## src/hdl/wsp_ram.sv

```systemverilog
// Generic single-port synchronous RAM with registered read.
// No dependencies.
module wsp_ram #(
  parameter int WIDTH = 8,
  parameter int DEPTH = 16
) (
  input  logic                     clk,
  input  logic                     we,
  input  logic [$clog2(DEPTH)-1:0] addr,
  input  logic [WIDTH-1:0]         wdata,
  output logic [WIDTH-1:0]         rdata
);

  logic [WIDTH-1:0] mem [DEPTH];

  // Write when enabled; read data is registered.
  always_ff @(posedge clk) begin
    if (we) begin
      mem[addr] <= wdata;
    end
    rdata <= mem[addr];
  end

endmodule

```

## config.mk

```make
export PLATFORM = sky130hd
export DESIGN_NAME = wsp_ram
export DESIGN_NICKNAME = d
export VERILOG_FILES = /design/src/hdl/wsp_ram.sv
export SDC_FILE = /design/constraint.sdc
export NUM_CORES = 1
export LEC_CHECK = 0
export BUFFER_PORTS_ARGS = -buffer_cell sky130_fd_sc_hd__buf_2
export CAP_MARGIN = 20
export CORE_ASPECT_RATIO = 1.5
export CORE_MARGIN = 5
export CORE_UTILIZATION = 40
export CTS_CLUSTER_DIAMETER = 40
export DETAILED_ROUTE_END_ITERATION = 10
export PLACE_DENSITY = 0.53
export SETUP_SLACK_MARGIN = 0.1
export SYNTH_ARGS = -nofsm -noshare
export SYNTH_HDL_FRONTEND = slang
export SYNTH_SLANG_ARGS = --single-unit
```

## constraint.sdc

```tcl
create_clock -name clk -period 3.3 [get_ports clk]
set_clock_uncertainty 0.2 [all_clocks]
set_input_delay 0.495 -clock clk [delete_from_list [all_inputs] [get_ports clk]]
set_output_delay 0.495 -clock clk [all_outputs]
set_load 0.02 [all_outputs]
```

# --- Word-level counts from Yosys, hierarchy flattened ---
# Memory sizes are Yosys's and may differ from the RTL's. A register that Yosys moved wholly into a read port is not among the register bits.
# Index checks and enable logic that the tools add are counted.
op_classes:
  mux: 2
ops:
  columns: ["cell", "n"]
  rows:
  - ["$mux W1", 2]
totals:
  register_bits: 0
  mem_bits_rw: 128
  in_bits: 14
  output_inout_bits: 8
  word_cells: 3
  memories: 1
mem_list:
  columns: ["name", "words", "width", "read_ports", "rd_clocked_by_memory_dff", "write_ports", "line", "text"]
  rows:
  - ["mem", 16, 8, 1, 1, 1, "14", "logic [WIDTH-1:0] mem [DEPTH];"]

# --- Logic depth before layout (Yosys ltp) ---
# Gate-level depths: netlist (run 1).
logic_depth:
  word_depth: 2
  depth_mapped: 5
  ltp_nobuf: 3

# --- Worst setup path before layout (run 1) ---
# Ideal clock, no wire load.
synth_timing:
  path_type: "input to register"
  start: "in addr[2]"
  end: "mem mem[0][0], enable pin"
  setup_ns: 0.383
  arrival_time_ns: 1.605
  required_ns: 2.717
  slack_ns: 1.112
  cell_stages: 2
  path_buffers: 0
  path_cell_list: "or3b_2 -> nor3_1"
synth_rtl:
  columns: ["element", "line", "text"]
  rows:
  - ["start: declaration", "9", "input logic [$clog2(DEPTH)-1:0] addr,"]
  - ["end: declaration", "14", null]
# No word-level cell before the write port.

# --- Worst setup path in the final report (run 1) ---
layout_timing:
  start: "in addr[0]"
  end: "mem mem[2][6], enable pin"
# No word-level cell before the write port.

==> implementation parameters, run 1 <==
Parameter                              Value

CTS
  Maximum level of the CTS H-tree    4
  Count of instances resized after the clock tree is built    0
  Post CTS Setup Buffer Count    0
  Clock tree from TritonCTS    built
  Root Buffer    clkbuf_16
  Number of hold buffers added after cts    0
  Clock transition at the register clock pins on the worst setup and hold paths after CTS    around 50 ps
  Deepest clock path buffer count    2
  Number of buffers created by CTS    17
  Number of clock sinks seen by CTS    between 100 and 150
  Clock latency at the later pin of the worst-skew pair    roughly 400 ps

Synth
  Ys Warns    0
  Count of state elements after synthesis    around 140
  Part of the Yosys area used for sequential elements    between 70% and 80%
  Avg Synthesized Cell Area    roughly 22 um^2
  Synth unique cells    18
  Synth Net Count    approximately 240
  Post-synthesis instance total    230
  Cell area after synthesis    about 5000 um^2

Setup path
  R2R Path Start    mem[3][5]
  Worst-path cell with the longest stage delay    nor2_1
  Reg-to-reg endpoint    rdata[5]
  Worst Path Required    around 3100 ps
  Endpoint arrival time on the critical path    around 1900 ps
  Kind of end point of the critical path    register
  Path depth of the worst reg2reg path    3
  Cells along the critical path    buf_2 > buf_4 > nand2b_1 > nor2_1
  Slack of the worst reg-to-reg path    approximately 1700 ps
  Highest net fanout along the worst path    14
  Critical path launch point    addr[0]
  Launching element type of the critical path    input pin
  Delay of the slowest cell on the worst path    approximately 670 ps
  Setup CP Type    in -> reg

Global routing
  Total gr overflow    0
  Number of global-route vias before repair    between 2000 and 3000
  Antenna violations before repair    0
  First-pass GRT wire length    15.77 mm
  Pin count of the biggest net entering global routing    17
  Global routing usage summed across all routing layers    15.12%

Place
  Final RePlAce weighted congestion    just over 0.8
  Port buffer count    21
  HPWL after detailed placement    between 6 and 7 mm
  Cell Count Post-Placement    415

Power
  Combinational share of power    about 5.0%
  Internal power    between 3 and 4 mW
  Switch share    19.56%
  Power density of the placed cells    approximately 650 nW/um^2
  Tot Pwr    just under 4 mW
  Psw    ~0.77 mW
  Max rail drop VDD    0.4016 mV
  Power share of the clock group    45.6%
  Leakage power summed over all cells    1.999 nW
  Sequential share of power    49.4%

Finish
  Area of the multi-input gates    1003 um^2
  Number of nets in the layout    between 200 and 300
  Number of filler instances in the final layout    slightly above 1000
  Area added between synthesis and finish    18.81%
  Commonest cells after routing, fill and taps aside    edfxtp_1, mux4_2, buf_2
  Antenna diodes    0
  Leading cell type in the layout, fill and taps excluded    edfxtp_1
  Area of all sequential standard cells    about 4000 um^2
  Number of standard cells in the final layout excluding fillers    between 400 and 500
  Share of post-route cells with drive strength above 1    34.02%

STA
  Part of the cycle the worst path needs    62.86%
  Setup repair after global routing missed its margin    no
  Slew at the pin with the worst max-slew slack    between 800 and 900 ps
  Slew margin rel.    approximately 45%
  Hold violation count in the final report    0
  Total negative slack    0 ps
  Number of setup violations in the final report    0
  Shortest period the worst path allows    between 2000 and 2500 ps
  Max Freq    ~480 MHz
  Number of max-slew violations in the final report    0

Hold path
  Endpoint with the worst hold slack    mem[7][1]
  Hold WC Path Type    in -> reg
  Instance count along the most critical hold path    1
  Hold path start    wdata[1]

Detailed routing
  Final routed wirelength across all metal layers    between 10 and 15 mm
  Post-detailed-route via-to-cell ratio    around 5.3
  Pre-Repair DR Iteration Count    4
  Remaining antenna violation count after routing    0
  Total via count in the routed design    between 2000 and 2500
  Average wire per cell in the routed design    roughly 23 um
  Final routed DRC violation total    0
  Initial DRC count    between 150 and 200

Floorplanning
  Total core area    around 12000 um^2
  Row cnt    50
  Width of the chip    ~100 um
  Initial Util    40.70%
  Number of top-level pins    22
  Height of the chip    around 150 um
  Area of the die    approximately 15000 um^2

Flow run
  Max capacitance violation total    0

Run status
  Result of the run    complete, no violations
-- cell type report --
type / count / share of cell area, %
sequential: 136 / 66.50
timing repair buffer: 40 / 4.115
clock inverter: 3 / 0.6650
tap: 156 / 3.242
clock buffer: 29 / 8.811
multi-input combinational: 83 / 16.67
-- synth_stat cells (all sizes together) --
cell	instances	area share, %
nand3b	2	0.30
buf	8	0.94
a22oi	16	2.4
nand2	9	0.67
edfxtp	128	76
mux4	32	14
nor2	13	0.96
nor3	4	0.40
or3b	1	0.17
and2	1	0.12
dfxtp	8	3.2
nand2b	2	0.25
nor2b	2	0.25
nand3	1	0.099
clkbuf	3	0.25
-- registers in the layout, indices dropped and copies added, names as in the netlist --
name	count
mem	128
rdata	8
-- worst max path at each step --
stage                     end  slack (ps)  cells past startpoint
floorplan           mem[0][0]        1110                      2
global placement    mem[2][6]         770                      4
detailed placement  mem[2][6]         740                      4
CTS                 mem[2][1]        1170                      4
global route        mem[2][1]        1060                      4
finish              mem[2][6]        1230                      4
-- kinds of logic after synthesis --
logic type,Yosys count,synth area share [%]
AOI/OAI and AO/OA,16,2.370
buffers and inverters,11,1.185
DFF,136,79.01
muxes,32,14.22
and+or+nand+nor,35,3.210
-- metal layers --
metal	vias to the layer above	GRT usage (%)	routed length, um
met5	-	0	0
met4	0	6.106	151
met3	13	3.211	513
met2	66	24.80	5646
met1	1224	19.52	4123
li1	1058	-	-
-- worst max-delay path, delay by kind of cell --
family | cells | cell delay [ps]
buffers and inverters | 2 | 530
AND/OR/NAND/NOR | 2 | 880
-- through the flow --
stage	hold slack (ps)	setup slack [ps]	utilization [%]	cell area, um^2
after floorplan	393.9	1112	-	5067
after global routing	305.9	1061	48.36	6021
after global placement	477.0	772.1	43.78	5450
final	302.7	1226	48.36	6021
after detailed placement	473.9	740.1	43.78	5450
after CTS	288.3	1172	48.36	6021
-- power groups by stage --
stage,Combinational [mW],Sequential (mW),Clock [mW]
floorplan,0.0995,1.99,0
detailed placement,0.202,1.98,0
global route,0.212,1.95,1.90
finish,0.196,1.94,1.79
global placement,0.200,1.98,0
CTS,0.201,1.94,1.82
(Power assumes the default switching activity.)
==> run 2: changes to the inputs <==
Clock period 3.3 ns to 2 ns, I/O delays scaled along.
==> run 2 against run 1 <==
  * Die area unchanged
  * Worst setup slack worse by 750 ps
  * Register-to-register slack worse by 1200 ps
  * Flip-flop and latch count unchanged
  * Critical path type is now reg -> reg
  * Largest cell class unchanged
==> implementation parameters, run 2 (synthesis gave the netlist of run 1 again) <==
Parameter                              Value

Detailed routing
  Total via count in the routed design    2382 (+0.89%)
  Final routed wirelength across all metal layers    9.734 mm (-6.7%)
  Average wire per cell in the routed design    21.54 um (-7.7%)
  Post-detailed-route via-to-cell ratio    5.270 (-0.23%)
  Remaining antenna violation count after routing    0 (unchanged)
  Final routed DRC violation total    0 (unchanged)
  Initial DRC count    111 (-44%)
  Pre-Repair DR Iteration Count    4 (unchanged)

CTS
  Number of buffers created by CTS    17 (unchanged)
  Clock transition at the register clock pins on the worst setup and hold paths after CTS    60 ps (about the same)
  Maximum level of the CTS H-tree    4 (unchanged)
  Clock tree from TritonCTS    built
  Count of instances resized after the clock tree is built    0 (unchanged)
  Number of clock sinks seen by CTS    136 (unchanged)
  Clock latency at the later pin of the worst-skew pair    410 ps (about the same)
  Post CTS Setup Buffer Count    0 (unchanged)
  Deepest clock path buffer count    2 (unchanged)
  Root Buffer    clkbuf_16
  Number of hold buffers added after cts    0 (unchanged)

Power
  Power share of the clock group    45.7% (about the same)
  Psw    1.355 mW (+76%)
  Max rail drop VDD    0.6149 mV (+53%)
  Power density of the placed cells    1063 nW/um^2 (+63%)
  Sequential share of power    49.2% (-0.2 points)
  Internal power    5.156 mW (+63%)
  Switch share    20.81% (+1.2 points)
  Combinational share of power    5.0% (about the same)
  Leakage power summed over all cells    2.028 nW (+1.5%)
  Tot Pwr    6.510 mW (+65%)

Setup path
  Kind of end point of the critical path    register
  Count of buffering cells on the critical path with inverters included    0 (-2)
  Worst-path cell with the longest stage delay    mux4_2
  Kind of cell adding the most delay to the critical path    multiplexers
  Worst Path Required    2090 ps (-1040 ps)
  Logic depth of the worst path, buffers included    3 (-1)
  Critical path launch point    mem[3][7]
  Crit path to    rdata[7]
  Cells along the critical path    mux4_2 > a22oi_1 > nand2_1
  Delay of the slowest cell on the worst path    470 ps (-200 ps)
  R2R Path Start    mem[3][7]
  Slack of the worst reg-to-reg path    470 ps (-1230 ps)
  Path depth of the worst reg2reg path    3 (unchanged)
  Highest net fanout along the worst path    1 (-13)
  Endpoint arrival time on the critical path    1620 ps (-280 ps)
  Reg-to-reg endpoint    rdata[7]
  Setup CP Type    reg -> reg
  Launching element type of the critical path    register

Place
  Placed inst area    5545 um^2 (+1.7%)
  HPWL after detailed placement    6.674 mm (-1.6%)
  Port buffer count    21 (unchanged)
  Final RePlAce weighted congestion    0.7126 (-14%)
  Cell Count Post-Placement    420 (+1.2%)

STA
  Setup repair after global routing missed its margin    no
  Hold violation count in the final report    0 (unchanged)
  Slew margin rel.    47.17% (+2.4 points)
  Shortest period the worst path allows    approximately 1500 ps
  Max Freq    654.3 MHz
  Total negative slack    0 ps (unchanged)
  Number of max-slew violations in the final report    0 (unchanged)
  Slew at the pin with the worst max-slew slack    790.8 ps (-35.12 ps)
  Number of setup violations in the final report    0 (unchanged)
  Part of the cycle the worst path needs    76.41%

Finish
  Register name with the most flops    mem
  Antenna diodes    0 (unchanged)
  Number of nets in the layout    297 (+1.7%)
  Largest register FFs    128 (unchanged)
  Number of filler instances in the final layout    1024 (+0.79%)
  Number of standard cells in the final layout excluding fillers    452 (+1.1%)
  Leading cell type in the layout, fill and taps excluded    edfxtp_1
  Registers with the highest flip-flop counts    mem (128), rdata (8)
  Share of post-route cells with drive strength above 1    37.50% (+3.5 points)
  Area added between synthesis and finish    20.86%
  Post-route design area    6125 um^2 (+1.7%)
  Commonest cells after routing, fill and taps aside    edfxtp_1, mux4_2, buf_2

Global routing
  Number of global-route vias before repair    2655 (+5.1%)
  Pin count of the biggest net entering global routing    28 (+11)
  Global routing usage summed across all routing layers    14.40% (-0.72 points)
  First-pass GRT wire length    15.44 mm (-2.1%)
  Antenna violations before repair    0 (unchanged)
  Total gr overflow    0 (unchanged)

Hold path
  Hold WC Path Type    in -> reg

Floorplanning
  Width of the chip    101.9 um (unchanged)
  Area of the die    15070 um^2 (unchanged)
  Row cnt    50 (unchanged)
  Height of the chip    147.9 um (unchanged)
  Number of top-level pins    22 (unchanged)
  Initial Util    40.70% (unchanged)
  Total core area    12450 um^2 (unchanged)

Flow run
  Max capacitance violation total    0 (unchanged)

Run status
  Result of the run    complete, no violations
-- run 2: per-stage QoR --
| step | hold WS, ps | util, % | setup slack, ps |
|---|---|---|---|
| floorplan | 198.9 | - | 61.89 |
| global placement | 447.2 | 44.54 | 81.93 |
| detailed placement | 464.1 | 44.54 | 57.59 |
| CTS | 67.74 | 49.20 | 459.7 |
| global route | 74.77 | 49.20 | 419.5 |
| finish | 83.28 | 49.20 | 471.7 |
-- run 2: layout make-up --
cell class	instances	area (um^2)	area share (%)
sequential	136	4004	65.37
clock inverter	15	153.9	2.513
multi-input combinational	83	1011	16.51
clock buffer	17	425.4	6.946
tap	156	195.2	3.187
timing repair buffer	45	335.3	5.475
-- run 2: worst register-to-register path, stage by stage (launching register included) --
cell and delay [ps]:
edfxtp_1 360, mux4_2 470, a22oi_1 300, nand2_1 90
-- run 2: worst min path at each step --
stage / from / end / depth (start not counted)
after floorplan: wdata[0] / mem[0][0] / 0
after global placement: mem[14][6] / rdata[6] / 3
after detailed placement: mem[15][6] / rdata[6] / 3
after CTS: wdata[5] / mem[7][5] / 1
after global routing: wdata[5] / mem[6][5] / 1
final: wdata[5] / mem[7][5] / 1
-- run 2: power by group through the flow --
| stage | clock network (mW) | logic, mW | registers, mW |
|---|---|---|---|
| after floorplan | 0 | 0.165 | 3.28 |
| after global placement | 0 | 0.332 | 3.27 |
| after detailed placement | 0 | 0.336 | 3.27 |
| after CTS | 3.04 | 0.337 | 3.21 |
| after global routing | 3.18 | 0.358 | 3.21 |
| final | 2.98 | 0.327 | 3.20 |
-- run 2: layer usage --
layer	vias up	global-route usage (%)	routed length, um
li1	1067	-	-
met1	1253	17.01	3870
met2	51	24.87	5356
met3	11	3.730	340
met4	0	5.581	167
met5	-	0	0
==> run 3: changes to the inputs <==
Settings changed: PLACE_DENSITY 0.53 to 0.55.
Clock period 2 ns to 1.3 ns, I/O delays scaled along.
==> run 3 against run 2 <==
  * The flow now finishes with violations (negative setup slack)
  * Die area did not move
  * Cell count rose by 3.5%
  * Core utilization rose by 6.0 points
  * Flip-flop and latch count did not move
  * Global-route usage rose by 0.31 points
  * Combinational power rose by 100%
  * Final area rose by 12%
  * Worst hold slack improved by 93 ps
  * Sequential power rose by 54%
  * Critical endpoint unchanged
  * Largest cell class unchanged
==> implementation parameters, run 3 (synthesis gave the netlist of run 1 again) <==
Parameter                              Value

Floorplanning
  Area of the die    15070 um^2 (unchanged)
  Width of the chip    101.9 um (unchanged)
  Row cnt    50 (unchanged)
  Number of top-level pins    22 (unchanged)
  Height of the chip    147.9 um (unchanged)
  Total core area    12450 um^2 (unchanged)
  Initial Util    40.70% (unchanged)

CTS
  Clock transition at the register clock pins on the worst setup and hold paths after CTS    60 ps (about the same)
  Clock latency at the later pin of the worst-skew pair    410 ps (about the same)
  Number of clock sinks seen by CTS    136 (unchanged)
  Root Buffer    clkbuf_16
  Number of buffers created by CTS    17 (unchanged)
  Deepest clock path buffer count    2 (unchanged)
  Maximum level of the CTS H-tree    4 (unchanged)
  Clock tree from TritonCTS    built

Finish
  Register name with the most flops    mem
  Registers with the highest flip-flop counts    mem (128), rdata (8)
  Antenna diodes    0 (unchanged)
  Largest register FFs    128 (unchanged)
  Core occupancy in the finished layout    55.20% (+6.0 points)
  Leading cell type in the layout, fill and taps excluded    edfxtp_1
  Commonest cells after routing, fill and taps aside    edfxtp_1, mux4_2, buf_12
  Area added between synthesis and finish    35.60%
  Share of post-route cells with drive strength above 1    47.76% (+10 points)
  Area of all sequential standard cells    4014 um^2 (+0.25%)
  Number of nets in the layout    313 (+5.4%)
  Post-route design area    6872 um^2 (+12%)
  Number of filler instances in the final layout    945 (-7.7%)
  Area of the multi-input gates    1202 um^2 (+19%)

STA
  Final Hold Slack    176.4 ps (+93.09 ps)
  Part of the cycle the worst path needs    113.9% (+38 points)
  Slew at the pin with the worst max-slew slack    916.0 ps (+125.2 ps)
  Hold violation count in the final report    0 (unchanged)
  Final worst slack    -181.0 ps (-652.8 ps)
  Setup repair after global routing missed its margin    yes
  Shortest period the worst path allows    1481 ps (-47.23 ps)
  Slew margin rel.    38.81% (-8.4 points)
  Number of setup violations in the final report    8 (+8)
  Max Freq    675.2 MHz (+3.2%)
  Number of max-slew violations in the final report    0 (unchanged)

Global routing
  Global-route track usage on met3    4.485% (+0.76 points)
  Pin count of the biggest net entering global routing    21 (-25%)
  Antenna violations before repair    0 (unchanged)
  Total gr overflow    0 (unchanged)
  Fraction of met1 tracks used by global routing    16.61% (-0.41 points)
  Grt peak-use layer    met2
  Global routing usage summed across all routing layers    14.71% (+0.31 points)
  First-pass GRT wire length    15.46 mm (+0.14%)
  Number of global-route vias before repair    2613 (-1.6%)
  Met2 Track Usage GR    26.15% (+1.3 points)

Detailed routing
  Total via count in the routed design    2422 (+1.7%)
  Pre-Repair DR Iteration Count    4 (unchanged)
  Remaining antenna violation count after routing    0 (unchanged)
  Final routed DRC violation total    0 (unchanged)
  Final routed wirelength across all metal layers    9.987 mm (+2.6%)
  Post-detailed-route via-to-cell ratio    5.175 (-1.8%)
  Average wire per cell in the routed design    21.34 um (-0.91%)
  Initial DRC count    138 (+24%)

Place
  Final RePlAce weighted congestion    0.6880 (-3.5%)
  Placed inst area    5982 um^2 (+7.9%)
  HPWL after detailed placement    6.937 mm (+3.9%)
  Port buffer count    21 (unchanged)
  DP Worst Slack    -611.6 ps (-669.2 ps)

Run status
  Result of the run    complete, but fails checks
  Violated checks    negative setup slack

Setup path
  Endpoint arrival time on the critical path    1570 ps (-50 ps)
  Setup CP Type    reg -> reg
  Highest net fanout along the worst path    1 (unchanged)
  Kind of end point of the critical path    register
  Worst Path Required    1390 ps (-700 ps)
  Launching element type of the critical path    register

Power
  Max rail drop VDD    1.111 mV (+81%)
  Leakage power summed over all cells    2.280 nW (+12%)
  Power density of the placed cells    1630 nW/um^2 (+53%)

Hold path
  Hold WC Path Type    in -> reg

Flow run
  Max capacitance violation total    0 (unchanged)
run 3: cell count changes in the layout (fill, tap and decap cells not counted), moves of 9 or more:
| cell | delta |
|---|---|
| buf_12 | +18 |
| buf_2 | -9 |
| buf_4 | -12 |
| buf_6 | +11 |
| nor2_1 | -11 |
| nor2_4 | +12 |
run 3: worst paths after layout:
path / startpoint / endpoint / slack [ps] / cells past startpoint
worst max-delay path: mem[3][7] / rdata[7] / -180 / 3
worst min-delay path: addr[3] / mem[0][2] / 180 / 4
worst max register to register: mem[3][7] / rdata[7] / -180 / 3
worst min register to register: mem[14][1] / rdata[1] / 470 / 3
run 3: what timing repair did:
action	in CTS	in global routing
hold buffers	8	0
buffers inserted	0	2
pin swaps	5	5
cloned	0	0
resized for setup	27	5
endpoints found under the setup margin	24	48
endpoints found under the hold margin	128	0
run 3: report_power, final:
part	total, mW	switching, mW	internal, mW	leakage, nW
clock	5.59	1.77	3.81	0.338
combinational	0.665	0.341	0.325	0.718
sequential	4.94	0.0346	4.91	1.22
total	11.2	2.15	9.05	2.28
run 3: metal layers:
metal,vias up,share of wire (%)
li1,1104,-
met1,1250,38
met2,57,57
met3,11,4.0
met4,0,1.4
met5,-,0
run 3: metrics by stage:
stage	power [mW]	TNS, ps	std cells
2_1_floorplan	5.371	-9042	230
6_report	11.20	-1158	468
3_5_place_dp	5.633	-37030	426
5_1_grt	11.59	-1628	468
4_1_cts	11.29	-1371	466
3_3_place_gp	5.621	-37020	426
run 3: layout make-up:
| class | instances | share of cell area [%] |
|---|---|---|
| Sequential cell | 136 | 58.41 |
| Multi-Input combinational cell | 83 | 17.50 |
| Timing Repair Buffer | 61 | 11.13 |
| Clock buffer | 18 | 6.245 |
| Clock inverter | 14 | 3.878 |
| Tap cell | 156 | 2.840 |
run 3: critical path, cell delays in order, from the launching register on:
cell and delay (ps):
edfxtp_1 360, mux4_2 490, a22oi_2 240, nand2_1 80
