`src/hdl/wsp_divider.sv`:
```
// Restoring divider that returns the remainder of a 32-bit word by the count.
// Depends on nothing; one quotient bit per cycle.
module wsp_divider #(
  parameter int CW = 11
) (
  input  logic          clk,
  input  logic          rst,
  input  logic          start,
  input  logic [31:0]   dividend,
  input  logic [CW-1:0] divisor,
  output logic          done,
  output logic [CW-1:0] remainder
);

  logic [31:0]   shreg;
  logic [CW:0]   rem;
  logic [5:0]    steps;
  logic          busy;
  logic [CW:0]   trial;

  assign trial = {rem[CW-1:0], shreg[31]};

  // Shift one dividend bit in per cycle and subtract when it fits.
  always_ff @(posedge clk) begin
    if (rst) begin
      busy <= 1'b0;
      done <= 1'b0;
    end else begin
      done <= 1'b0;
      if (start) begin
        busy  <= 1'b1;
        shreg <= dividend;
        rem   <= '0;
        steps <= 6'd0;
      end else if (busy) begin
        shreg <= {shreg[30:0], 1'b0};
        if (trial >= {1'b0, divisor}) begin
          rem <= trial - {1'b0, divisor};
        end else begin
          rem <= trial;
        end
        steps <= steps + 6'd1;
        if (steps == 6'd31) begin
          busy <= 1'b0;
          done <= 1'b1;
        end
      end
    end
  end

  assign remainder = rem[CW-1:0];

endmodule

```
`config.mk`:
```
export PLATFORM = sky130hd
export DESIGN_NAME = wsp_divider
export DESIGN_NICKNAME = d
export VERILOG_FILES = /design/src/hdl/wsp_divider.sv
export SDC_FILE = /design/constraint.sdc
export NUM_CORES = 1
export LEC_CHECK = 0
export BUFFER_PORTS_ARGS = -buffer_cell sky130_fd_sc_hd__buf_4
export CAP_MARGIN = 20
export CORE_UTILIZATION = 49
export DETAILED_ROUTE_END_ITERATION = 7
export PLACE_DENSITY = 0.77
export SLEW_MARGIN = 15
export SYNTH_ARGS = -nofsm -noshare
export SYNTH_HDL_FRONTEND = slang
export SYNTH_SLANG_ARGS = --single-unit
```
`constraint.sdc`:
```
create_clock -name clk -period 3.3 [get_ports clk]
set_input_delay 0.33 -clock clk [delete_from_list [all_inputs] [get_ports clk]]
set_output_delay 0.33 -clock clk [all_outputs]
set_load 0.01 [all_outputs]
```
Yosys cells after proc, flatten, opt, wreduce, memory -nomap -nowiden
Index checks and enable logic that the tools add are counted.
{"block": "word_totals", "inputBits": 46, "wordCells": 23, "output_inout_bits": 12, "reg_bits": 51}
{"block": "op_classes", "n_bitwise": 2, "mux": 9, "order_cmp": 1, "n_reduce_logical": 3, "n_addsub": 2, "n_eq_ne": 1}
{"cell": "32-bit 2-to-1 mux", "count": 2}
{"cell": "11-bit 2-to-1 mux", "count": 2}
{"cell": "12-bit by 11-bit >= comparator with 1-bit output", "count": 1}
{"cell": "11-bit subtractor", "count": 1}
{"cell": "6-bit by 1-bit adder with 6-bit output (second input constant)", "count": 1}
{"cell": "6-bit by 5-bit equality test with 1-bit output (second input constant)", "count": 1}
{"cell": "6-bit 2-to-1 mux", "count": 1}
{"cell": "1-bit 2-to-1 mux", "count": 4}
{"cell": "3-bit OR reduction", "count": 1}
{"cell": "1-bit inverter", "count": 2}
{"cell": "2-bit AND reduction", "count": 1}
{"cell": "2-bit nonzero test", "count": 1}

Logic depth before layout (Yosys ltp)
Gate-level depths: netlist of run 1.
{"block": "depth", "ltp_word": 4, "depth_mapped": 10, "depth_no_buf": 9}

Least setup slack after synthesis of run 1
Ideal clock, no wire load.
{"block": "synth_timing", "kind": "in2reg", "startpoint": "in start", "endpoint": "reg rem[0], enable pin", "path_buffers": 2, "required_ps": 2843, "slack_ps": -146, "setup_ps": 457, "stages": 4, "arrival_ps": 2989, "path_cell_list": "clkbuf_1 buf_1 nor2_1 nor2_1"}
{"block": "synth_between", "elab_chain_len": 2}
{"item": "from (decl)", "line": "8", "text": "input logic start,"}
{"item": "2-bit nonzero test (no source line)"}
{"item": "2-bit AND reduction (no source line)"}
{"item": "to (signal assigned)", "line": "38", "text": "rem <= trial - {1'b0, divisor};"}
{"item": "to (signal assigned)", "line": "40", "text": "rem <= trial;"}
{"item": "to (decl)", "line": "16", "text": "logic [CW:0] rem;"}
Every way passes these cells.
A chain may end at the register's enable or synchronous reset.

Worst setup path in the final report of run 1
{"block": "layout_timing", "startpoint": "reg shreg[31]", "endpoint": "reg rem[9], data pin"}
{"block": "layout_between", "elab_chain_len": 3, "word_cells_on_any_way": 4, "cone_classes": "1 x add/sub; 1 x order compare; 2 x mux"}
{"item": "from (decl)", "line": "15", "text": "logic [31:0] shreg;"}
{"item": "from (signal assigned)", "line": "32", "text": "shreg <= dividend;"}
{"item": "from (signal assigned)", "line": "36", "text": "shreg <= {shreg[30:0], 1'b0};"}
{"item": "11-bit subtractor or 12-bit by 11-bit >= comparator with 1-bit output (tied branches)", "line": "38, 37"}
{"item": "11-bit 2-to-1 mux (*)", "line": "37", "text": "if (trial >= {1'b0, divisor}) begin"}
{"item": "11-bit 2-to-1 mux (*)", "line": "35", "text": "end else if (busy) begin"}
Mark *: on every way between the ends. The rest lies on a longest branch, timed or not. The select of a mux whose other input is x is not followed.

==> flow_summary.toml, run 1 <==
[status]
status = "finished clean"

[cts]
clk_latency_ns = 0.30
cts_hold_buffers = 0
htree_num_levels = 2
cts_root_buf = "clkbuf_8"
cts.sinks = 51
cts_tree = "yes"
clkTransAtPathRegs_ns = 0.10
cts_resized = 0
clock_path_buffers = 2
cts-buffers-inserted = 5
post_cts_buffers = 0

[timing]
whs_ns = 0.2120
tns_ns = 0
fin_crit_ns = 2.748
worstMarginPinSlew_ns = 0.6280
finalSetupViolations = 0
fin_skew_ns = 0.008232
fmax_ghz = 0.3639
finalCritPeriodShare_pct = 83.27
max_slew_margin_pct = 58.13
rsz0062_at_grt = "no"
hold_viol = 0
slew_viol_final = 0

[routing]
avgViaCountPerCell = 5.376
num_vias = 1903
drt_iter0_drc = 70
wl_per_cell_um = 14.39
remaining_drc_errors = 0
firstDrtPassIters = 4
drt_wl_total_mm = 5.093
ant_nets = 0

[synth]
ys_seq_area_share_pct = 54.00
syn-num-nets = 282
ys_types = 49
ys_ff_latch = 51
synthCells = 223
ys_dominant_reg_cell = "edfxtp_1"
avgSynthCellArea_um2 = 12.55
yosys_warnings = 0
synth-edff-count = 49
synth_area_mm2 = 0.002799
synth-async-reset-ratio_pct = 0

[layout]
antennaDiodeCount = 0
final_util_pct = 62.30
fin_nets = 340
syn_to_final_growth_pct = 22.57
layout_commonest_cell = "buf_4"
final_layout_size_suffix_gt1_share_pct = 39.36
final_cells = 354
final_cell_mix = "buf_4 (58), edfxtp_1 (49), mux2_2 (31)"
fillers = 459

[placement]
hpwl_mm = 3.583
globalplace.congestion = 0.8086
portBuffers = 57
dp_cells = 346

[critical_path]
crit_slowest_cell = "a31oi_4"
critPathRequiredTime_ns = 3.37
cp-start-kind = "flip-flop"
cp_max_fo = 17
crit_type = "reg2reg"
worstPathCellList = "inv_1 -> ha_1 -> fa_1 -> nand2b_1 -> a21oi_2 -> o21ai_1 -> a31oi_4 -> o211ai_1 -> o221a_2"
timing.rr.start = "shreg[31]$_DFFE_PP_"
critPathLaunch = "shreg[31]$_DFFE_PP_"
critPathCaptureType = "flip-flop"
crit_arrival_ns = 2.82
cp_slowest_stage_delay_ns = 0.51

[global_routing]
grt_first_pass_wirelength_mm = 8.838
gr-total-overflow = 0
grt_start_max_net_pins = 51
antenna_found_initial = 0
grt_pass1_vias = 1976
track_usage_pct = 18.80

[power_and_ir_drop]
p_leak_nw = 1.362
p_per_area_mw_per_mm2 = 485.2
p_total_mw = 1.665
ir_drop_v = 0.0002730

[min_path]
min_from = "rst"
worstHoldPathType = "in2reg"

[floorplan]
initial_core_util_pct = 50.83
fp.dieW_um = 77.58
die_area_mm2 = 0.006019
coreArea_mm2 = 0.005507
num_rows = 27
io_pins = 58
fp.dieH_um = 77.58

[job]
maxCapViolCount = 0
==> state kept, by name, summed over array words and instances (netlist names) <==
signal and cells:
steps 6, done 1, shreg 32, busy 1, rem 11
==> layout make-up <==
class / count / area [µm²] / share of cell area (%)
Clock buffer: 5 / 68.82 / 2.006
Clock inverter: 3 / 67.56 / 1.969
Inverter: 17 / 63.81 / 1.860
Multi-Input combinational cell: 148 / 1194 / 34.79
Sequential cell: 51 / 1511 / 44.06
Tap cell: 72 / 90.09 / 2.626
Timing Repair Buffer: 58 / 435.4 / 12.69
==> critical path, delay by kind of cell, from the launching register on <==
| kind | cells | cell delay [ns] |
|---|---|---|
| AOI/OAI and AO/OA | 5 | 1.30 |
| adders and majority gates | 2 | 0.62 |
| buffers and inverters | 1 | 0.05 |
| DFF | 1 | 0.35 |
| and+or+nand+nor | 1 | 0.21 |
==> logic make-up (layout without fill, tap and decap cells) <==
logic type      count (synthesis)  after routing  share of synthesized area [%]
buf+inv                        24             83                          3.621
fa+ha+maj                      13             13                          6.079
flops                          51             51                          54.00
mux                            35             35                          13.90
compound gates                 38             38                          10.33
simple gates                   56             56                          10.19
xor+xnor                        6              6                          1.878
==> path summary, 6_finish.rpt <==
path | endpoint | slack (ns) | cells past startpoint
worst min register to register | done$_SDFF_PP0_ | 0.49 | 1
worst max-delay path | rem[9]$_SDFFCE_PP0P_ | 0.55 | 9
worst min-delay path | done$_SDFF_PP0_ | 0.21 | 2
worst max register to register | rem[9]$_SDFFCE_PP0P_ | 0.55 | 9
==> metal layers <==
| layer | up-vias | share of wire (%) | GRT usage [%] |
|---|---|---|---|
| met2 | 52 | 52 | 33.63 |
| li1 | 945 | - | - |
| met4 | 0 | 0.98 | 6.038 |
| met5 | - | 0 | 0 |
| met1 | 900 | 41 | 21.54 |
| met3 | 6 | 5.7 | 5.294 |
==> Yosys cell counts (2+ instances only) <==
cell | number | area share [%]
o21a_1 | 6 | 1.6
nor2_1 | 23 | 3.1
xnor2_1 | 3 | 0.94
a21oi_2 | 2 | 0.63
a21oi_1 | 6 | 1.1
o31a_1 | 2 | 0.63
clkbuf_1 | 2 | 0.27
a211oi_2 | 2 | 0.89
nand2_1 | 5 | 0.67
dfxtp_1 | 2 | 1.4
nand4_1 | 2 | 0.45
edfxtp_1 | 49 | 53
mux2i_1 | 4 | 1.4
nor2b_1 | 2 | 0.45
inv_1 | 17 | 2.3
nand3_1 | 4 | 0.72
buf_1 | 4 | 0.54
mux2_2 | 31 | 12
or3_1 | 2 | 0.45
ha_1 | 12 | 5.4
nor3_1 | 4 | 0.72
a211oi_1 | 2 | 0.54
o21ai_0 | 7 | 1.3
nor3b_1 | 2 | 0.54
xor2_1 | 3 | 0.94
and2_1 | 2 | 0.45
==> report_power, final <==
group | internal (mW) | switching (mW)
clock | 0.302 | 0.213
combinational | 0.177 | 0.176
sequential | 0.772 | 0.0240
==> stage by stage <==
| step | setup slack, ns | instance area [µm²] |
|---|---|---|
| final | 0.5521 | 3431 |
| after global routing | 0.3212 | 3431 |
| after CTS | 0.5467 | 3431 |
| after detailed placement | 0.4605 | 3294 |
| after global placement | 0.5609 | 3294 |
| after floorplan | 0.6740 | 2801 |
(Power assumes the default switching activity.)
==> run 2, diff against run 1 <==
ABC_AREA = 1   (was unset)
CORE_UTILIZATION = 55   (was 49)
PLACE_DENSITY = 0.82   (was 0.77)
clock period = 2.85 ns   (was 3.3 ns; I/O delays follow)
==> run 2 against run 1 <==
Sequential share of layout area down 2.0 points. Global-route usage up 2.4 points. Non-clock buffer count up 1.
==> flow_summary.toml, run 2 <==
[cts]
clock_path_buffers = 2
cts.sinks = 51
clk_latency_ns = 0.30
cts_resized = 0
cts_hold_buffers = 0
post_cts_buffers = 0
clkTransAtPathRegs_ns = 0.09
cts_tree = "yes"
htree_num_levels = 2
cts-buffers-inserted = 5
cts_root_buf = "clkbuf_8"

[status]
status = "finished clean"

[floorplan]
io_pins = 58
coreArea_mm2 = 0.005140
fp.dieW_um = 75.29
fp.dieH_um = 75.29
initial_core_util_pct = 57.47
die_area_mm2 = 0.005668
num_rows = 26

[critical_path]
r2r_cells = 13
critPathCaptureType = "flip-flop"
cp-start-kind = "flip-flop"
critPathRequiredTime_ns = 2.92
cp_max_fo = 14
crit_type = "reg2reg"
crit_arrival_ns = 2.31

[placement]
globalplace.congestion = 0.8292
hpwl_mm = 4.206
portBuffers = 57
place_area_mm2 = 0.003456

[synth]
post-synth-top-area-cell = "edfxtp_1"
ys_types = 28
ys_dominant_reg_cell = "edfxtp_1"
synth_common_cells = "nand2_1 (153), edfxtp_1 (49), inv_1 (45)"
synth_area_mm2 = 0.002954
ys_seq_area_share_pct = 51.16
synth.most_common_cell = "nand2_1"
synth-async-reset-ratio_pct = 0
avgSynthCellArea_um2 = 8.206
ys_ff_latch = 51
synth-edff-count = 49
netlist.area_leader.share_pct = 49.81
yosys_warnings = 0
synthTopCellsByArea = "edfxtp_1 (50%), nand2_1 (19%), inv_1 (5.7%)"
syn-num-nets = 419
synthCells = 360

[timing]
tns_ns = 0
rsz0062_at_grt = "no"
hold_viol = 0
fin_skew_ns = 0.004207
max_slew_margin_pct = 68.15
fin_crit_ns = 2.240
finalSetupViolations = 0
worstMarginPinSlew_ns = 0.4777
finalCritPeriodShare_pct = 78.61
fmax_ghz = 0.4464
slew_viol_final = 0

[layout]
largest_reg_flops = 32
fin_nets = 475
antennaDiodeCount = 0
fillers = 442
final_cell_mix = "nand2_1 (153), buf_4 (58), edfxtp_1 (49)"
finalInstanceArea_mm2 = 0.003592
final_layout_size_suffix_gt1_share_pct = 20.62
reg_top3 = "shreg: 32 flops, rem: 11 flops, steps: 6 flops"
largest-register = "shreg"
syn_to_final_growth_pct = 21.60
layout_commonest_cell = "nand2_1"

[power_and_ir_drop]
p_sw_share_pct = 26.27
ir_drop_v = 0.0004250
p_per_area_mw_per_mm2 = 534.5
p_int_mw = 1.416
p_leak_nw = 1.793
combPwrFrac_pct = 21.7
pwr-share-seq_pct = 48.0
p_clk_share_pct = 30.3
p_sw_mw = 0.5045

[global_routing]
gr-total-overflow = 0
antenna_found_initial = 0
grt_start_max_net_pins = 47
grt_pass1_vias = 2133
grt_first_pass_wirelength_mm = 9.011
track_usage_pct = 21.15

[min_path]
worstHoldPathType = "in2reg"
hold_depth = 2

[routing]
drt_wl_total_mm = 5.571
ant_nets = 0
drt_iter0_drc = 96
wl_per_cell_um = 11.44
firstDrtPassIters = 4
remaining_drc_errors = 0
avgViaCountPerCell = 4.887
num_vias = 2380

[job]
maxCapViolCount = 0
-- run 2: final cells by class --
type                            instances  area (µm²)  share of cell area, %
Inverter                               47       176.4                  4.911
Multi-Input combinational cell        252        1225                  34.10
Tap cell                               70       87.58                  2.438
Timing Repair Buffer                   59       455.4                  12.68
Sequential cell                        51        1511                  42.08
Clock buffer                            5       68.82                  1.916
Clock inverter                          3       67.56                  1.881
-- run 2: final timing paths --
check | startpoint | to | slack [ns]
max | shreg[31]$_DFFE_PP_ | rem[8]$_SDFFCE_PP0P_ | 0.61
min | rst | done$_SDFF_PP0_ | 0.18
max reg2reg | shreg[31]$_DFFE_PP_ | rem[8]$_SDFFCE_PP0P_ | 0.61
min reg2reg | shreg[17]$_DFFE_PP_ | shreg[18]$_DFFE_PP_ | 0.52
-- run 2: kinds of logic (layout without fill, tap and decap cells) --
group | Yosys count | count (layout) | share of synthesized area [%]
adder cells (fa/ha/maj) | 13 | 13 | 5.760
AND/OR/NAND/NOR | 214 | 214 | 29.22
XOR/XNOR | 4 | 4 | 1.186
buffers and inverters | 57 | 114 | 7.751
flip-flops | 51 | 51 | 51.16
AO/OA/AOI/OAI | 21 | 21 | 4.913
-- run 2: routing by layer --
layer  vias up  global-route usage (%)  wire, µm  share of wire, %
met2        57                   38.39      2745                49
met4         0                   5.144        36              0.65
met1      1071                   25.90      2543                46
li1       1248                       -         -                 -
met3         4                   4.150       245               4.4
met5         -                       0         0                 0
-- run 2: power by group through the flow --
stage | logic [mW] | clock network (mW) | registers [mW]
floorplan | 0.278 | 0 | 0.939
global placement | 0.405 | 0 | 0.935
CTS | 0.419 | 0.594 | 0.921
finish | 0.417 | 0.582 | 0.921
detailed placement | 0.417 | 0 | 0.938
global route | 0.469 | 0.621 | 0.927
-- run 2: worst max-delay path, stage by stage, from the launching register on --
cell      delay [ns]
edfxtp_1        0.38
inv_1           0.05
ha_1            0.20
fa_1            0.40
inv_1           0.09
nand2_1         0.06
nand2_1         0.11
nand2_2         0.08
nand2_2         0.07
nand2_2         0.07
nand3_4         0.18
inv_2           0.12
nor2_1          0.12
nor2_1          0.05
-- run 2: stage by stage --
stage	std cells	setup slack, ns	power [mW]	hold WS [ns]	utilization, %
floorplan	360	0.1446	1.217	0.3608	-
global placement	479	0.7144	1.340	0.4945	67.23
detailed placement	479	0.6134	1.355	0.4998	67.23
CTS	487	0.6069	1.934	0.1760	69.89
global route	487	0.4853	2.018	0.1708	69.89
finish	487	0.6096	1.920	0.1790	69.89
==> run 3, diff against run 2 <==
ABC_AREA = 0   (was 1)
CORE_UTILIZATION = 49   (was 55)
PLACE_DENSITY = 0.77   (was 0.82)
clock period = 1.8 ns   (was 2.85 ns; I/O delays follow)
==> run 3 against run 2 <==
The run now ends with setup timing left. Largest cell class unchanged. Wire length decreased by 1.1%. Critical path type unchanged. Global-route usage decreased by 1.8 points. Largest power group unchanged. Critical endpoint is now rem[3]$_SDFFCE_PP0P_. Via count decreased by 14%. Register-to-register slack got worse by 1.0 ns. Combinational power increased by 110%. Utilization decreased by 1.2 points.
==> flow_summary.toml, run 3 (synthesis results as in run 1) <==
[layout]
antennaDiodeCount = 0
syn_to_final_growth_pct = 35.18
largest_reg_flops = 32
reg_top3 = "shreg: 32 flops, rem: 11 flops, steps: 6 flops"
finalInstanceArea_mm2 = 0.003784
fin_nets = 382
final_layout_size_suffix_gt1_share_pct = 49.69
final_cells = 396
final_cell_mix = "buf_4 (96), edfxtp_1 (49), mux2_2 (31)"
layout_commonest_cell = "buf_4"
largest-register = "shreg"

[routing]
firstDrtPassIters = 4
drt_wl_total_mm = 5.508
avgViaCountPerCell = 5.152
remaining_drc_errors = 0
drt_iter0_drc = 86
wl_per_cell_um = 13.91
ant_nets = 0
num_vias = 2040

[cts]
cts_hold_buffers = 0
cts_root_buf = "clkbuf_8"
clkTransAtPathRegs_ns = 0.10
htree_num_levels = 2
clock_path_buffers = 2
cts.sinks = 51
clk_latency_ns = 0.30
cts_tree = "yes"
cts-buffers-inserted = 5

[global_routing]
track_usage_pct = 19.36
grt_first_pass_wirelength_mm = 9.073
gr-total-overflow = 0
antenna_found_initial = 0
grt_start_max_net_pins = 42
grt_pass1_vias = 2101

[floorplan]
num_rows = 27
fp.dieW_um = 77.58
io_pins = 58
fp.dieH_um = 77.58
die_area_mm2 = 0.006019
initial_core_util_pct = 50.83
coreArea_mm2 = 0.005507

[critical_path]
critPathCaptureType = "flip-flop"
crit_type = "reg2reg"
critPathRequiredTime_ns = 1.87
cp_max_fo = 9
crit_arrival_ns = 2.28
cp-start-kind = "flip-flop"

[timing]
rsz0062_at_grt = "yes"
finalSetupViolations = 11
hold_viol = 0
fin_crit_ns = 2.216
fmax_ghz = 0.4513
setup_slack_ns = -0.4157
slew_viol_final = 0
finalCritPeriodShare_pct = 123.1
max_slew_margin_pct = 76.53
fin_skew_ns = 0.01038
worstMarginPinSlew_ns = 0.3499

[placement]
dp_cells = 386
globalplace.congestion = 0.8290
place_area_mm2 = 0.003659
hpwl_mm = 4.086
portBuffers = 57

[status]
status = "complete, but fails checks"
violations = "setup timing"

[job]
maxCapViolCount = 0

[power_and_ir_drop]
ir_drop_v = 0.0006161
p_per_area_mw_per_mm2 = 790.6
p_leak_nw = 1.571

[min_path]
worstHoldPathType = "in2reg"
==> run 3: cell types whose count changed in the layout (fill, tap and decap cells not counted), sizes merged, moves of 3 or more <==
| cell | before | now |
|---|---|---|
| a211oi | 1 | 4 |
| buf | 59 | 100 |
| inv | 47 | 17 |
| mux2 | 0 | 31 |
| mux2i | 0 | 4 |
| nand2 | 156 | 6 |
| nand3 | 12 | 4 |
| nor2 | 38 | 24 |
| nor3 | 1 | 4 |
| o21a | 0 | 6 |
| o21ai | 12 | 9 |
| or3 | 0 | 3 |
==> run 3: critical path, stage by stage (launching register included) <==
cell and delay (ns):
edfxtp_1 0.35, inv_1 0.05, ha_2 0.18, fa_2 0.35
nand2b_4 0.17, a21oi_4 0.16, o21ai_2 0.08, a31oi_4 0.26
buf_12 0.16, mux2i_1 0.18, nor2_1 0.05
==> run 3: layout make-up <==
type,instances,area (µm²)
Inverter,17,63.81
Fill cell,415,1723
Clock inverter,2,13.76
Timing Repair Buffer,100,792.0
Multi-Input combinational cell,148,1240
Tap cell,72,90.09
Sequential cell,51,1511
Clock buffer,6,72.57
==> run 3: final timing paths <==
check	startpoint	endpoint	slack, ns	cells after the start
worst max-delay path	shreg[31]$_DFFE_PP_	rem[3]$_SDFFCE_PP0P_	-0.42	10
worst min-delay path	rst	done$_SDFF_PP0_	0.06	2
worst max register to register	shreg[31]$_DFFE_PP_	rem[3]$_SDFFCE_PP0P_	-0.42	10
worst min register to register	busy$_SDFF_PP0_	done$_SDFF_PP0_	0.49	1
==> run 3: metal layers <==
metal	wire [µm]	vias up	share of wire [%]	GRT usage (%)
li1	-	1030	-	-
met3	316	8	5.7	5.294
met5	0	-	0	0
met4	76	0	1.4	7.925
met1	2408	943	44	23.77
met2	2706	59	49	32.12
==> run 3: per-stage QoR <==
| stage | hold WS (ns) | setup TNS [ns] | power (mW) | util (%) | setup WS (ns) |
|---|---|---|---|---|---|
| floorplan | 0.2567 | -3.511 | 1.952 | - | -0.4214 |
| detailed placement | 0.3862 | -4.117 | 2.322 | 66.44 | -0.4220 |
| finish | 0.05926 | -4.111 | 2.991 | 68.71 | -0.4157 |
| CTS | 0.04798 | -4.071 | 2.997 | 68.19 | -0.4024 |
| global route | 0.05051 | -5.225 | 3.135 | 68.71 | -0.5215 |
| global placement | 0.3822 | -3.514 | 2.299 | 66.44 | -0.3526 |
==> run 3: repair_timing <==
| action | CTS | global route |
|---|---|---|
| buffers inserted | 0 | 2 |
| resized for setup | 4 | 3 |
| pin swaps | 1 | 3 |
| endpoints found under the setup margin | 11 | 11 |
==> run 3: where the power goes <==
part | switching, mW | leakage, nW | internal [mW] | total [mW]
sequential | 0.0365 | 0.488 | 1.41 | 1.45
clock | 0.388 | 0.0452 | 0.275 | 0.664
combinational | 0.385 | 1.04 | 0.492 | 0.877
total | 0.810 | 1.57 | 2.18 | 2.99
